[src/aff2d_pkg.sv]
`timescale 1ns / 1ps
`default_nettype none
// ----------------------------------------------------------------------------
// aff2d_pkg
// Shared types, widths and the CORDIC arctangent table for the 2D affine
// point transform.
// ----------------------------------------------------------------------------
package aff2d_pkg;

	localparam int COORD_WIDTH_DEF = 32;
	localparam int ANGLE_BITS_DEF  = 16;

	localparam int LIN_W  = 25;  // linear matrix terms, Q9.16
	localparam int TRIG_W = 18;  // sine and cosine, Q2.16 in [-1, 1]
	localparam int PROD_W = 57;  // coordinate times linear term
	localparam int SUM_W  = 59;
	localparam int CORDIC_STEPS = 24;
	localparam int STEP_W = 5;
	localparam logic signed [33:0] CORDIC_GAIN = 34'sd652032874;

	localparam int CFG_IDX_W = 3;
	localparam logic [CFG_IDX_W-1:0] REG_ORDER   = 3'd0;
	localparam logic [CFG_IDX_W-1:0] REG_SHIFT_X = 3'd1;
	localparam logic [CFG_IDX_W-1:0] REG_SHIFT_Y = 3'd2;
	localparam logic [CFG_IDX_W-1:0] REG_ANGLE   = 3'd3;
	localparam logic [CFG_IDX_W-1:0] REG_STR_X   = 3'd4;
	localparam logic [CFG_IDX_W-1:0] REG_STR_Y   = 3'd5;

	localparam logic [2:0] ORD_RST = 3'd0;
	localparam logic [2:0] ORD_RTS = 3'd1;
	localparam logic [2:0] ORD_SRT = 3'd2;
	localparam logic [2:0] ORD_STR = 3'd3;
	localparam logic [2:0] ORD_TRS = 3'd4;
	localparam logic [2:0] ORD_TSR = 3'd5;

	typedef struct packed {
		logic [2:0]         order;
		logic signed [31:0] shift_x;
		logic signed [31:0] shift_y;
		logic [15:0]        angle;
		logic signed [15:0] stretch_x;
		logic signed [15:0] stretch_y;
	} cfg_t;

	typedef struct packed {
		logic signed [LIN_W-1:0] a;
		logic signed [LIN_W-1:0] b;
		logic signed [LIN_W-1:0] c;
		logic signed [LIN_W-1:0] d;
		logic signed [31:0]      tx;
		logic signed [31:0]      ty;
	} matrix_t;

	typedef enum logic [4:0] {
		ST_START  = 5'b00001,
		ST_ANGLE  = 5'b00010,
		ST_FINISH = 5'b00100,
		ST_TERMS  = 5'b01000,
		ST_READY  = 5'b10000
	} build_state_t;

	function automatic logic signed [33:0] atan_phase(input logic [STEP_W-1:0] i);
		logic signed [33:0] r;
		case (i)
			5'd0:  r = 34'sh20000000;
			5'd1:  r = 34'sh12E4051E;
			5'd2:  r = 34'sh09FB385B;
			5'd3:  r = 34'sh051111D4;
			5'd4:  r = 34'sh028B0D43;
			5'd5:  r = 34'sh0145D7E1;
			5'd6:  r = 34'sh00A2F61E;
			5'd7:  r = 34'sh00517C55;
			5'd8:  r = 34'sh0028BE53;
			5'd9:  r = 34'sh00145F2F;
			5'd10: r = 34'sh000A2F98;
			5'd11: r = 34'sh000517CC;
			5'd12: r = 34'sh00028BE6;
			5'd13: r = 34'sh000145F3;
			5'd14: r = 34'sh0000A2FA;
			5'd15: r = 34'sh0000517D;
			5'd16: r = 34'sh000028BE;
			5'd17: r = 34'sh0000145F;
			5'd18: r = 34'sh00000A30;
			5'd19: r = 34'sh00000518;
			5'd20: r = 34'sh0000028C;
			5'd21: r = 34'sh00000146;
			5'd22: r = 34'sh000000A3;
			5'd23: r = 34'sh00000051;
			default: r = 34'sd0;
		endcase
		return r;
	endfunction

	function automatic logic signed [31:0] sat32(input logic signed [SUM_W-1:0] v);
		logic signed [31:0] r;
		if (v > 59'sd2147483647) begin
			r = 32'sh7FFFFFFF;
		end else if (v < -59'sd2147483648) begin
			r = 32'sh80000000;
		end else begin
			r = v[31:0];
		end
		return r;
	endfunction

endpackage
`default_nettype wire

[src/aff2d_matrix.sv]
`timescale 1ns / 1ps
`default_nettype none
// ----------------------------------------------------------------------------
// aff2d_matrix
// Rebuilds the cached 2x3 matrix: a 24-step CORDIC for sine and cosine, then
// eight products on one shared multiplier for the linear and shift terms.
// ----------------------------------------------------------------------------
module aff2d_matrix #(
	parameter int ANGLE_BITS = aff2d_pkg::ANGLE_BITS_DEF
) (
	input  wire                  clk,
	input  wire                  arst_n,
	input  wire                  restart,
	input  aff2d_pkg::cfg_t      cfg,
	output logic                 ready,
	output aff2d_pkg::matrix_t   mat
);

	aff2d_pkg::build_state_t state_q;
	logic [aff2d_pkg::STEP_W-1:0] iter_q;
	logic [3:0]                   cnt_q;
	logic signed [33:0]           cx_q, cy_q, cz_q;
	logic                         flip_q;
	logic signed [aff2d_pkg::TRIG_W-1:0] cos_q, sin_q;
	logic signed [aff2d_pkg::PROD_W-1:0] prod_q;
	logic signed [aff2d_pkg::SUM_W-1:0]  acc_q;
	aff2d_pkg::matrix_t mat_q;

	logic [2:0]  ord;
	logic [31:0] phase, phase_adj;
	logic        flip;
	logic signed [33:0] xs, ys, ang;
	logic signed [33:0] fx, fy;
	logic signed [19:0] rx, ry;
	logic signed [31:0] ma;
	logic signed [aff2d_pkg::LIN_W-1:0] mb;
	logic signed [aff2d_pkg::SUM_W-1:0] prod_ext, sum, rnd8, rnd16;
	logic swap;

	assign ord  = (cfg.order > aff2d_pkg::ORD_TSR) ? aff2d_pkg::ORD_RST : cfg.order;
	assign swap = (ord == aff2d_pkg::ORD_SRT) || (ord == aff2d_pkg::ORD_STR)
		|| (ord == aff2d_pkg::ORD_TSR);

	// The low ANGLE_BITS bits of the angle sit at the top of the 32-bit phase.
	assign phase     = {16'd0, cfg.angle} << (32 - ANGLE_BITS);
	assign flip      = (phase[31:30] == 2'd1) || (phase[31:30] == 2'd2);
	assign phase_adj = flip ? (phase - 32'h80000000) : phase;

	assign xs  = cx_q >>> iter_q;
	assign ys  = cy_q >>> iter_q;
	assign ang = aff2d_pkg::atan_phase(iter_q);

	assign fx = flip_q ? -cx_q : cx_q;
	assign fy = flip_q ? -cy_q : cy_q;
	assign rx = 20'((fx + 34'sd8192) >>> 14);
	assign ry = 20'((fy + 34'sd8192) >>> 14);

	// Operand selection for the shared multiplier, one product per step.
	always_comb begin
		ma = 32'sd0;
		mb = '0;
		case (cnt_q)
			4'd0: begin ma = 32'(cfg.stretch_x); mb = 25'(cos_q); end
			4'd1: begin ma = 32'(cfg.stretch_y); mb = 25'(cos_q); end
			4'd2: begin ma = swap ? 32'(cfg.stretch_y) : 32'(cfg.stretch_x); mb = 25'(sin_q); end
			4'd3: begin ma = swap ? 32'(cfg.stretch_x) : 32'(cfg.stretch_y); mb = 25'(sin_q); end
			4'd4: begin
				ma = cfg.shift_x;
				if (ord == aff2d_pkg::ORD_RTS) mb = 25'(cfg.stretch_x);
				else if (ord == aff2d_pkg::ORD_STR) mb = 25'(cos_q);
				else mb = mat_q.a;
			end
			4'd5: begin
				ma = cfg.shift_y;
				if (ord == aff2d_pkg::ORD_RTS) mb = '0;
				else if (ord == aff2d_pkg::ORD_STR) mb = -25'(sin_q);
				else mb = mat_q.b;
			end
			4'd6: begin
				if (ord == aff2d_pkg::ORD_RTS) begin
					ma = cfg.shift_y; mb = 25'(cfg.stretch_y);
				end else if (ord == aff2d_pkg::ORD_STR) begin
					ma = cfg.shift_x; mb = 25'(sin_q);
				end else begin
					ma = cfg.shift_x; mb = mat_q.c;
				end
			end
			4'd7: begin
				ma = cfg.shift_y;
				if (ord == aff2d_pkg::ORD_RTS) mb = '0;
				else if (ord == aff2d_pkg::ORD_STR) mb = 25'(cos_q);
				else mb = mat_q.d;
			end
			default: begin ma = 32'sd0; mb = '0; end
		endcase
	end

	assign prod_ext = 59'(prod_q);
	assign sum      = acc_q + prod_ext;
	assign rnd8     = (prod_ext + 59'sd128) >>> 8;
	assign rnd16    = (sum + 59'sd32768) >>> 16;

	always_ff @(posedge clk or negedge arst_n) begin
		if (!arst_n) begin
			state_q <= aff2d_pkg::ST_START;
			iter_q  <= '0;
			cnt_q   <= '0;
		end else if (restart) begin
			state_q <= aff2d_pkg::ST_START;
		end else begin
			case (state_q)
				aff2d_pkg::ST_START: begin
					iter_q  <= '0;
					state_q <= aff2d_pkg::ST_ANGLE;
				end
				aff2d_pkg::ST_ANGLE: begin
					iter_q <= iter_q + 1'b1;
					if (iter_q == 5'(aff2d_pkg::CORDIC_STEPS - 1)) begin
						state_q <= aff2d_pkg::ST_FINISH;
					end
				end
				aff2d_pkg::ST_FINISH: begin
					cnt_q   <= '0;
					state_q <= aff2d_pkg::ST_TERMS;
				end
				aff2d_pkg::ST_TERMS: begin
					cnt_q <= cnt_q + 1'b1;
					if (cnt_q == 4'd8) begin
						state_q <= aff2d_pkg::ST_READY;
					end
				end
				aff2d_pkg::ST_READY: state_q <= aff2d_pkg::ST_READY;
				default: state_q <= aff2d_pkg::ST_START;
			endcase
		end
	end

	always_ff @(posedge clk) begin
		case (state_q)
			aff2d_pkg::ST_START: begin
				cx_q   <= aff2d_pkg::CORDIC_GAIN;
				cy_q   <= 34'sd0;
				cz_q   <= 34'(signed'(phase_adj));
				flip_q <= flip;
			end
			aff2d_pkg::ST_ANGLE: begin
				if (!cz_q[33]) begin
					cx_q <= cx_q - ys;
					cy_q <= cy_q + xs;
					cz_q <= cz_q - ang;
				end else begin
					cx_q <= cx_q + ys;
					cy_q <= cy_q - xs;
					cz_q <= cz_q + ang;
				end
			end
			aff2d_pkg::ST_FINISH: begin
				cos_q <= (rx > 20'sd65536) ? 18'sd65536 :
					(rx < -20'sd65536) ? -18'sd65536 : rx[17:0];
				sin_q <= (ry > 20'sd65536) ? 18'sd65536 :
					(ry < -20'sd65536) ? -18'sd65536 : ry[17:0];
			end
			aff2d_pkg::ST_TERMS: begin
				prod_q <= 57'(ma * mb);
				// The product of the previous step lands here.
				case (cnt_q)
					4'd1: mat_q.a <= rnd8[aff2d_pkg::LIN_W-1:0];
					4'd2: mat_q.d <= rnd8[aff2d_pkg::LIN_W-1:0];
					4'd3: mat_q.b <= -rnd8[aff2d_pkg::LIN_W-1:0];
					4'd4: mat_q.c <= rnd8[aff2d_pkg::LIN_W-1:0];
					4'd5, 4'd7: acc_q <= prod_ext;
					4'd6: begin
						if (ord == aff2d_pkg::ORD_RTS)
							mat_q.tx <= aff2d_pkg::sat32((acc_q + 59'sd128) >>> 8);
						else if (ord == aff2d_pkg::ORD_STR || ord == aff2d_pkg::ORD_TRS
							|| ord == aff2d_pkg::ORD_TSR)
							mat_q.tx <= aff2d_pkg::sat32(rnd16);
						else
							mat_q.tx <= cfg.shift_x;
					end
					4'd8: begin
						if (ord == aff2d_pkg::ORD_RTS)
							mat_q.ty <= aff2d_pkg::sat32((acc_q + 59'sd128) >>> 8);
						else if (ord == aff2d_pkg::ORD_STR || ord == aff2d_pkg::ORD_TRS
							|| ord == aff2d_pkg::ORD_TSR)
							mat_q.ty <= aff2d_pkg::sat32(rnd16);
						else
							mat_q.ty <= cfg.shift_y;
					end
					default: acc_q <= acc_q;
				endcase
			end
			default: prod_q <= prod_q;
		endcase
	end

	assign ready = (state_q == aff2d_pkg::ST_READY);
	assign mat   = mat_q;

endmodule
`default_nettype wire

[config.mk]
export PLATFORM = sky130hd
export DESIGN_NAME = aff2d_matrix
export DESIGN_NICKNAME = d
export VERILOG_FILES = /design/src/aff2d_pkg.sv /design/src/aff2d_matrix.sv
export SDC_FILE = /design/constraint.sdc
export NUM_CORES = 2
export LEC_CHECK = 0
export BUFFER_PORTS_ARGS = -buffer_cell sky130_fd_sc_hd__buf_4
export CORE_ASPECT_RATIO = 1.75
export CORE_UTILIZATION = 45
export DETAILED_ROUTE_END_ITERATION = 7
export PLACE_DENSITY_LB_ADDON = 0.25
export SETUP_SLACK_MARGIN = 0.5
export SLEW_MARGIN = 40
export SYNTH_ARGS = -nofsm -noshare
export SYNTH_HDL_FRONTEND = slang
export SYNTH_SLANG_ARGS = --single-unit
[constraint.sdc]
create_clock -name clk -period 28.7 [get_ports clk]
set_input_delay 1.435 -clock clk [delete_from_list [all_inputs] [get_ports clk]]
set_output_delay 1.435 -clock clk [all_outputs]
set_load 0.1 [all_outputs]
# After elaboration in Yosys (flattened, before gate mapping)
# Memory sizes are Yosys's and may differ from the RTL's.
# Cells that the tools add are included.
# W data, S select, Z words.
dict set report totals {
  register_bits 431
  rom_bits 960
  input_bits 118
  output_inout_bits 165
  wordCells 137
  mem_count 1
}
dict set report classes {
  add_sub_neg 19
  n_mul 1
  order_cmp 9
  n_eq_ne 23
  shift 2
  n_mux 39
  n_bitwise 1
  reduce_logical 23
}
# memory words width read_ports rd_ports_with_merged_regs write_ports line_no
set mem_list {}
lappend mem_list {{(name not given)} 32 30 1 0 0 aff2d_pkg.sv:64} ;# case (i)
# cell count
set op_table {}
lappend op_table {{$mux W32} 12}
lappend op_table {{$pmux W32 S7} 1}
lappend op_table {{$pmux W34 S2} 3}
lappend op_table {{$mux W25} 8}
lappend op_table {{$mux W34} 5}
lappend op_table {{$pmux W25 S6} 1}
lappend op_table {{$add A34 B34 Y34} 3}
lappend op_table {{$sub A34 B34 Y34} 3}
lappend op_table {{$add A34 B15 Y34 const B} 2}
lappend op_table {{$neg A34 Y34} 2}
lappend op_table {{$sshr A34 B5 Y34} 2}
lappend op_table {{$add A58 B17 Y59 const B} 1}
lappend op_table {{$add A57 B57 Y58} 1}
lappend op_table {{$add A57 B9 Y58 const B} 1}
lappend op_table {{$mul A32 B25 Y57} 1}
lappend op_table {{$gt A50 B32 Y1 const B} 1}
lappend op_table {{$lt A50 B32 Y1 const B} 1}
lappend op_table {{$gt A43 B32 Y1 const B} 1}
lappend op_table {{$lt A43 B32 Y1 const B} 1}
lappend op_table {{$gt A20 B18 Y1 const B} 2}
lappend op_table {{$lt A20 B17 Y1 const B} 2}
lappend op_table {{$mux W18} 2}
lappend op_table {{$add A33 B9 Y33 const B} 1}
lappend op_table {{$sub A32 B32 Y32 const B} 1}
lappend op_table {{other kinds (31)} 59}

# Depth between registers and ports, before layout
dict set report depth {
  depth_word 8
  mapped_depth 39
  mapped_depth_nobuf 38
}

# Worst setup path after synthesis
# Ideal clock, no wire load.
dict set report synth_path {
  path_type {input-to-reg}
  start {in cfg[113] (netlist name)}
  end {reg prod_q[56] (netlist name) (data pin)}
  arrival_ns 10.344
  required_time_ns 28.444
  path_slack_ns 18.100
  path_stages 33
  n_path_buf 4
  cell_sequence {clkbuf_1 > inv_1 > o21ai_0 > mux2_2 > o21a_1 > a22o_1 > clkbuf_1 > clkbuf_1 > a221o_1 > clkbuf_1 > o21ai_0 > fa_1 > inv_1 > fa_1 > inv_1 > fa_1 > inv_1 > fa_1 > fa_1 > fa_1 > inv_1 > fa_1 > inv_1 > ha_1 > a21o_1 > a21o_1 > a21o_1 > a21o_1 > a21o_1 > a21o_1 > a21o_1 > a2111o_1 > o211a_1}
}
dict set report synth_between {
  elab_chain_len 8
}
# element line_no
set synth_rtl {}
lappend synth_rtl {{start, declared} aff2d_matrix.sv:14} ;# input aff2d_pkg::cfg_t cfg,
lappend synth_rtl {{$gt A3 B3 Y1} aff2d_matrix.sv:40} ;# assign ord = (cfg.order > aff2d_pkg::ORD_TSR) ? aff2d_pkg::ORD_RST : cfg.order;
lappend synth_rtl {{$mux W3 *} aff2d_matrix.sv:40}
lappend synth_rtl {{$eq A3 B2 Y1, on equally long branches} {aff2d_matrix.sv:41, aff2d_matrix.sv:70, aff2d_matrix.sv:76}}
lappend synth_rtl {{$logic_or A1 B1 Y1} aff2d_matrix.sv:41} ;# assign swap = (ord == aff2d_pkg::ORD_SRT) || (ord == aff2d_pkg::ORD_STR)
lappend synth_rtl {{$logic_or A1 B1 Y1} aff2d_matrix.sv:42} ;# || (ord == aff2d_pkg::ORD_TSR);
lappend synth_rtl {{$mux W32, on equally long branches} {aff2d_matrix.sv:66, aff2d_matrix.sv:65}}
lappend synth_rtl {{$pmux W32 S7} aff2d_matrix.sv:62} ;# case (cnt_q)
lappend synth_rtl {{$mul A32 B25 Y57 *} aff2d_matrix.sv:164} ;# prod_q <= 57'(ma * mb);
lappend synth_rtl {{end signal, assigned} aff2d_matrix.sv:164}
lappend synth_rtl {{end signal, assigned} aff2d_matrix.sv:193} ;# default: prod_q <= prod_q;
lappend synth_rtl {{end, declared} aff2d_matrix.sv:25} ;# logic signed [aff2d_pkg::PROD_W-1:0] prod_q;
# Every way passes the cells marked *; elsewhere a longest branch is shown, timed or not.
# A chain may end at the register's enable or synchronous reset.

# Worst setup path after layout
dict set report layout_path {
  start {in cfg[112] (netlist name)}
  end {reg prod_q[56] (netlist name) (data pin)}
}
# Same word-level chain as after synthesis.

==> impl_table.tex <==
\begin{tabular}{lr}
\hline
Metric & Value \\
\hline
\multicolumn{2}{l}{\textbf{Run status}} \\
Result of the run & complete, but fails checks \\
Violated checks & DRC \\
\multicolumn{2}{l}{\textbf{Routing}} \\
Via count & 55000 \\
Count of antenna-violating nets left after detailed routing & 0 \\
Routed vias/inst & 6.02 \\
Post-DR wirelength/cell & 25.7 microns \\
Total detailed-routing wirelength & 235000 microns \\
Post-detailed-route DRC marker count & 5 \\
Number of detailed-routing iterations run before antenna repair & 8 \\
DRC violation total after the first TritonRoute iteration & 4727 \\
\multicolumn{2}{l}{\textbf{Worst setup path}} \\
Critical Path Slowest Stage Cell & sky130\_fd\_sc\_hd\_\_a221oi\_1 \\
Data required time at the worst endpoint & 29.12 ns \\
Worst R2R Start & sin\_q[0] \\
Destination of the worst register-to-register timing path & prod\_q[55] \\
Arrival time at the worst endpoint & 12.57 ns \\
Timing endpoint of the critical path & prod\_q[56] \\
Setup slack of the worst register-to-register path & 16.87 ns \\
Delay of the slowest cell on the worst path & 0.78 ns \\
Worst R2R Path Depth & 38 \\
Worst Path Max Fanout & 75 \\
Endpoint type of the worst setup path & flip-flop \\
Worst Setup SP & cfg[112] \\
Kind of launch point of the worst setup path & primary input \\
Worst Path Class, Setup & primary input to flip-flop \\
\multicolumn{2}{l}{\textbf{Yosys}} \\
Sequential fraction of the synthesis area & 19.7\% \\
Synthesis Warnings & 0 \\
Instance count of the mapped netlist & 7143 \\
Number of register bits inferred by synthesis & 431 \\
Post-synth EDFFs & 417 \\
Mapped Avg Cell Area & 9.16 sq um \\
Share of flip-flops with an asynchronous set or reset & 3.25\% \\
Number of different library cells in the post-synthesis netlist & 124 \\
Post-synth design cell area & 0.0654 sq mm \\
Top flip-flop cell by instance count after synthesis & sky130\_fd\_sc\_hd\_\_edfxtp\_1 \\
Post-Syn Nets & 8468 \\
\multicolumn{2}{l}{\textbf{Die}} \\
Die outline width & 290 microns \\
Number of placed I/O pins & 283 \\
Starting density of the core & 45.5\% \\
Rows & 184 \\
Vertical die dimension & 506 microns \\
Area of the placeable core & 0.144 sq mm \\
Area enclosed by the die boundary & 0.147 sq mm \\
\multicolumn{2}{l}{\textbf{STA}} \\
Max Freq & 0.0823 GHz \\
Setup repair after global routing missed its margin & false \\
Final clock period utilization by the worst path & 42.3\% \\
Total Negative Setup Slacks & 0 ns \\
Final WS setup & 16.55 ns \\
Relative slew margins & 31.6\% \\
Fin Clk Skew & 0.104 ns \\
Hold slack final & 0.456 ns \\
Transition at the pin with the smallest max-transition slack & 1.02 ns \\
Number of slew-limit violations in the final report & 0 \\
Final setup violation count & 0 \\
Number of hold-slack violations in the final timing report & 0 \\
Clock period minus final worst setup slack & 12.15 ns \\
\multicolumn{2}{l}{\textbf{Clock tree}} \\
Cell chosen for the clock root & sky130\_fd\_sc\_hd\_\_clkbuf\_16 \\
Post-CTS setup buffer count & 0 \\
PostCTS Resize Cnt & 0 \\
CTS HTree Levels & 2 \\
TritonCTS clock tree & built \\
Clock net sink count & 431 \\
CTS buffer count & 47 \\
Hold-fix buffer count after cts & 0 \\
Worst-case clock buffer depth & 3 \\
Clock slew seen by the registers of the worst setup and hold paths & 0.07 ns \\
Clock insertion delay at the later pin of the skew report & 0.69 ns \\
\multicolumn{2}{l}{\textbf{Cells and area}} \\
Commonest cells after routing, fill and taps aside & sky130\_fd\_sc\_hd\_\_inv\_1 (1005), sky130\_fd\_sc\_hd\_\_fa\_1 (821), sky130\_fd\_sc\_hd\_\_nand2\_1 (701), sky130\_fd\_sc\_hd\_\_nor2\_1 (698), sky130\_fd\_sc\_hd\_\_edfxtp\_1 (417) \\
Leading cell type in the layout, fill and taps excluded & sky130\_fd\_sc\_hd\_\_inv\_1 \\
Share of the core filled with cells & 49.5\% \\
Filler-free cell count of the finished design & 9124 \\
Final standard cell area without fillers & 0.0712 sq mm \\
Fraction of final layout cells sized beyond drive strength 1 & 11.1\% \\
Area growth from synthesis to final layout & 8.89\% \\
NumNets Final & 8553 \\
\multicolumn{2}{l}{\textbf{Place}} \\
Placed cell area & 0.0696 sq mm \\
Worst slack, placed & 16.20 ns \\
HPWL after detailed placement & 188000 microns \\
Number of port buffers & 282 \\
Final weighted congestion of routability-driven global placement & 1.02 \\
Placed Instances & 9037 \\
\multicolumn{2}{l}{\textbf{Power and ir drop}} \\
Peak supply drop & 0.0000633 V \\
Tot Pwr & 3.20 mW \\
Cell Pwr Density & 45.0 mW/mm\^{}2 \\
Leakage power total & 31.9 nW \\
\multicolumn{2}{l}{\textbf{Global routing}} \\
Via count of the first global-routing pass & 57400 \\
Overall overflow remaining after global route & 0 \\
All-Layer GR Usage & 31.8\% \\
Largest net degree at the start of global routing & 76 \\
First-pass GRT wire length & 349000 microns \\
Number of antenna violations at the first check in global routing & 5 \\
\multicolumn{2}{l}{\textbf{Min path}} \\
Tightest Hold Check Type & flip-flop to flip-flop \\
\multicolumn{2}{l}{\textbf{Flow run}} \\
Max-capacitance violation count & 0 \\
\hline
\end{tabular}
-- per-layer routing --
metal | wire length [microns] | share of wire (%) | up-vias | GRT usage [%]
met5 | 23 | 0.0098 | - | 0
met4 | 22800 | 9.7 | 4 | 25.8
met3 | 19100 | 8.1 | 853 | 6.51
met2 | 117000 | 50 | 2648 | 56.2
met1 | 76400 | 33 | 27200 | 32.4
li1 | - | - | 24200 | -
-- synthesized netlist by cell type (22+ instances only) --
cell                       instances  area (sq um)
sky130_fd_sc_hd__o21bai_1         36           270
sky130_fd_sc_hd__o22ai_1          22           138
sky130_fd_sc_hd__nand4_1          54           338
sky130_fd_sc_hd__xnor2_1         260          2280
sky130_fd_sc_hd__or2_2            60           375
sky130_fd_sc_hd__edfxtp_1        417         12500
sky130_fd_sc_hd__mux2_2           33           372
sky130_fd_sc_hd__nand3_1         112           561
sky130_fd_sc_hd__o221ai_1         64           561
sky130_fd_sc_hd__o211ai_1         29           218
sky130_fd_sc_hd__a221oi_1         43           377
sky130_fd_sc_hd__a21oi_1         321          1610
sky130_fd_sc_hd__a22oi_1          37           278
sky130_fd_sc_hd__mux2i_1          43           430
sky130_fd_sc_hd__a211oi_1         24           180
sky130_fd_sc_hd__ha_1            385          4820
sky130_fd_sc_hd__buf_2            36           180
sky130_fd_sc_hd__or3_1            25           156
sky130_fd_sc_hd__inv_1          1007          3780
sky130_fd_sc_hd__o21ai_0         293          1470
sky130_fd_sc_hd__nand2b_1        124           776
sky130_fd_sc_hd__fa_1            822         16500
sky130_fd_sc_hd__buf_1            28           105
sky130_fd_sc_hd__nor2_1          708          2660
sky130_fd_sc_hd__and2_1           47           294
sky130_fd_sc_hd__and3_1           69           432
sky130_fd_sc_hd__a22o_1           23           201
sky130_fd_sc_hd__clkbuf_1        290          1090
sky130_fd_sc_hd__a221o_1          36           360
sky130_fd_sc_hd__o21a_1           70           526
sky130_fd_sc_hd__nor3_1           87           435
sky130_fd_sc_hd__a21o_1          115           863
sky130_fd_sc_hd__nand2_1         704          2640
sky130_fd_sc_hd__mux4_2           91          2050
sky130_fd_sc_hd__a31oi_1          59           369
sky130_fd_sc_hd__nor2b_1          40           250
sky130_fd_sc_hd__xor2_1          162          1420
-- layout make-up --
cell class	count	area, sq um
inverters	1011	3790
repair buffers	411	3140
clock buffers	49	1180
clock inverters	35	377
well taps	1860	2330
multi-input cells	5326	47500
diodes	1	2.50
flip-flops and latches	431	12900
fillers	13500	72700
-- worst min-delay path by stage --
stage | endpoint | depth (start not counted) | slack (ns) | from
floorplan | acc_q[0] | 0 | 0.43 | prod_q[0]
CTS | acc_q[0] | 0 | 0.46 | prod_q[0]
finish | acc_q[0] | 0 | 0.46 | prod_q[0]
detailed placement | acc_q[0] | 0 | 0.45 | prod_q[0]
global route | acc_q[5] | 0 | 0.48 | prod_q[5]
global placement | acc_q[0] | 0 | 0.45 | prod_q[0]
-- cell families (layout without fill, tap and decap cells) --
kind of cell | count (synthesis) | after routing | share of synthesized area (%)
XOR/XNOR | 424 | 424 | 5.70
adder cells (fa/ha/maj) | 1209 | 1209 | 32.6
AO/OA/AOI/OAI | 1354 | 1354 | 13.9
flip-flops | 431 | 431 | 19.7
other | 0 | 1 | 0
buffers and inverters | 1386 | 1506 | 8.20
multiplexers | 173 | 173 | 4.52
AND/OR/NAND/NOR | 2166 | 2166 | 15.5
-- registers in the layout, indices dropped and copies added, names as in the netlist --
signal,cells
acc_q,57
cnt_q,4
cos_q,18
cx_q,34
cy_q,34
cz_q,34
flip_q,1
iter_q,5
mat,164
prod_q,57
sin_q,18
state_q,5
-- critical path: cells and delay by family --
family	cells	cell delay, ns
AOI/OAI and AO/OA	11	3.98
adders and majority gates	8	3.83
buffers and inverters	11	2.11
and+or+nand+nor	8	1.10
-- where the power goes --
group | switching, mW | internal [mW] | leakage (nW)
sequential | 0.0821 | 0.750 | 4.01
combinational | 1.02 | 0.720 | 27.1
clock | 0.293 | 0.341 | 0.753
Power figures use the tool's default switching activity.
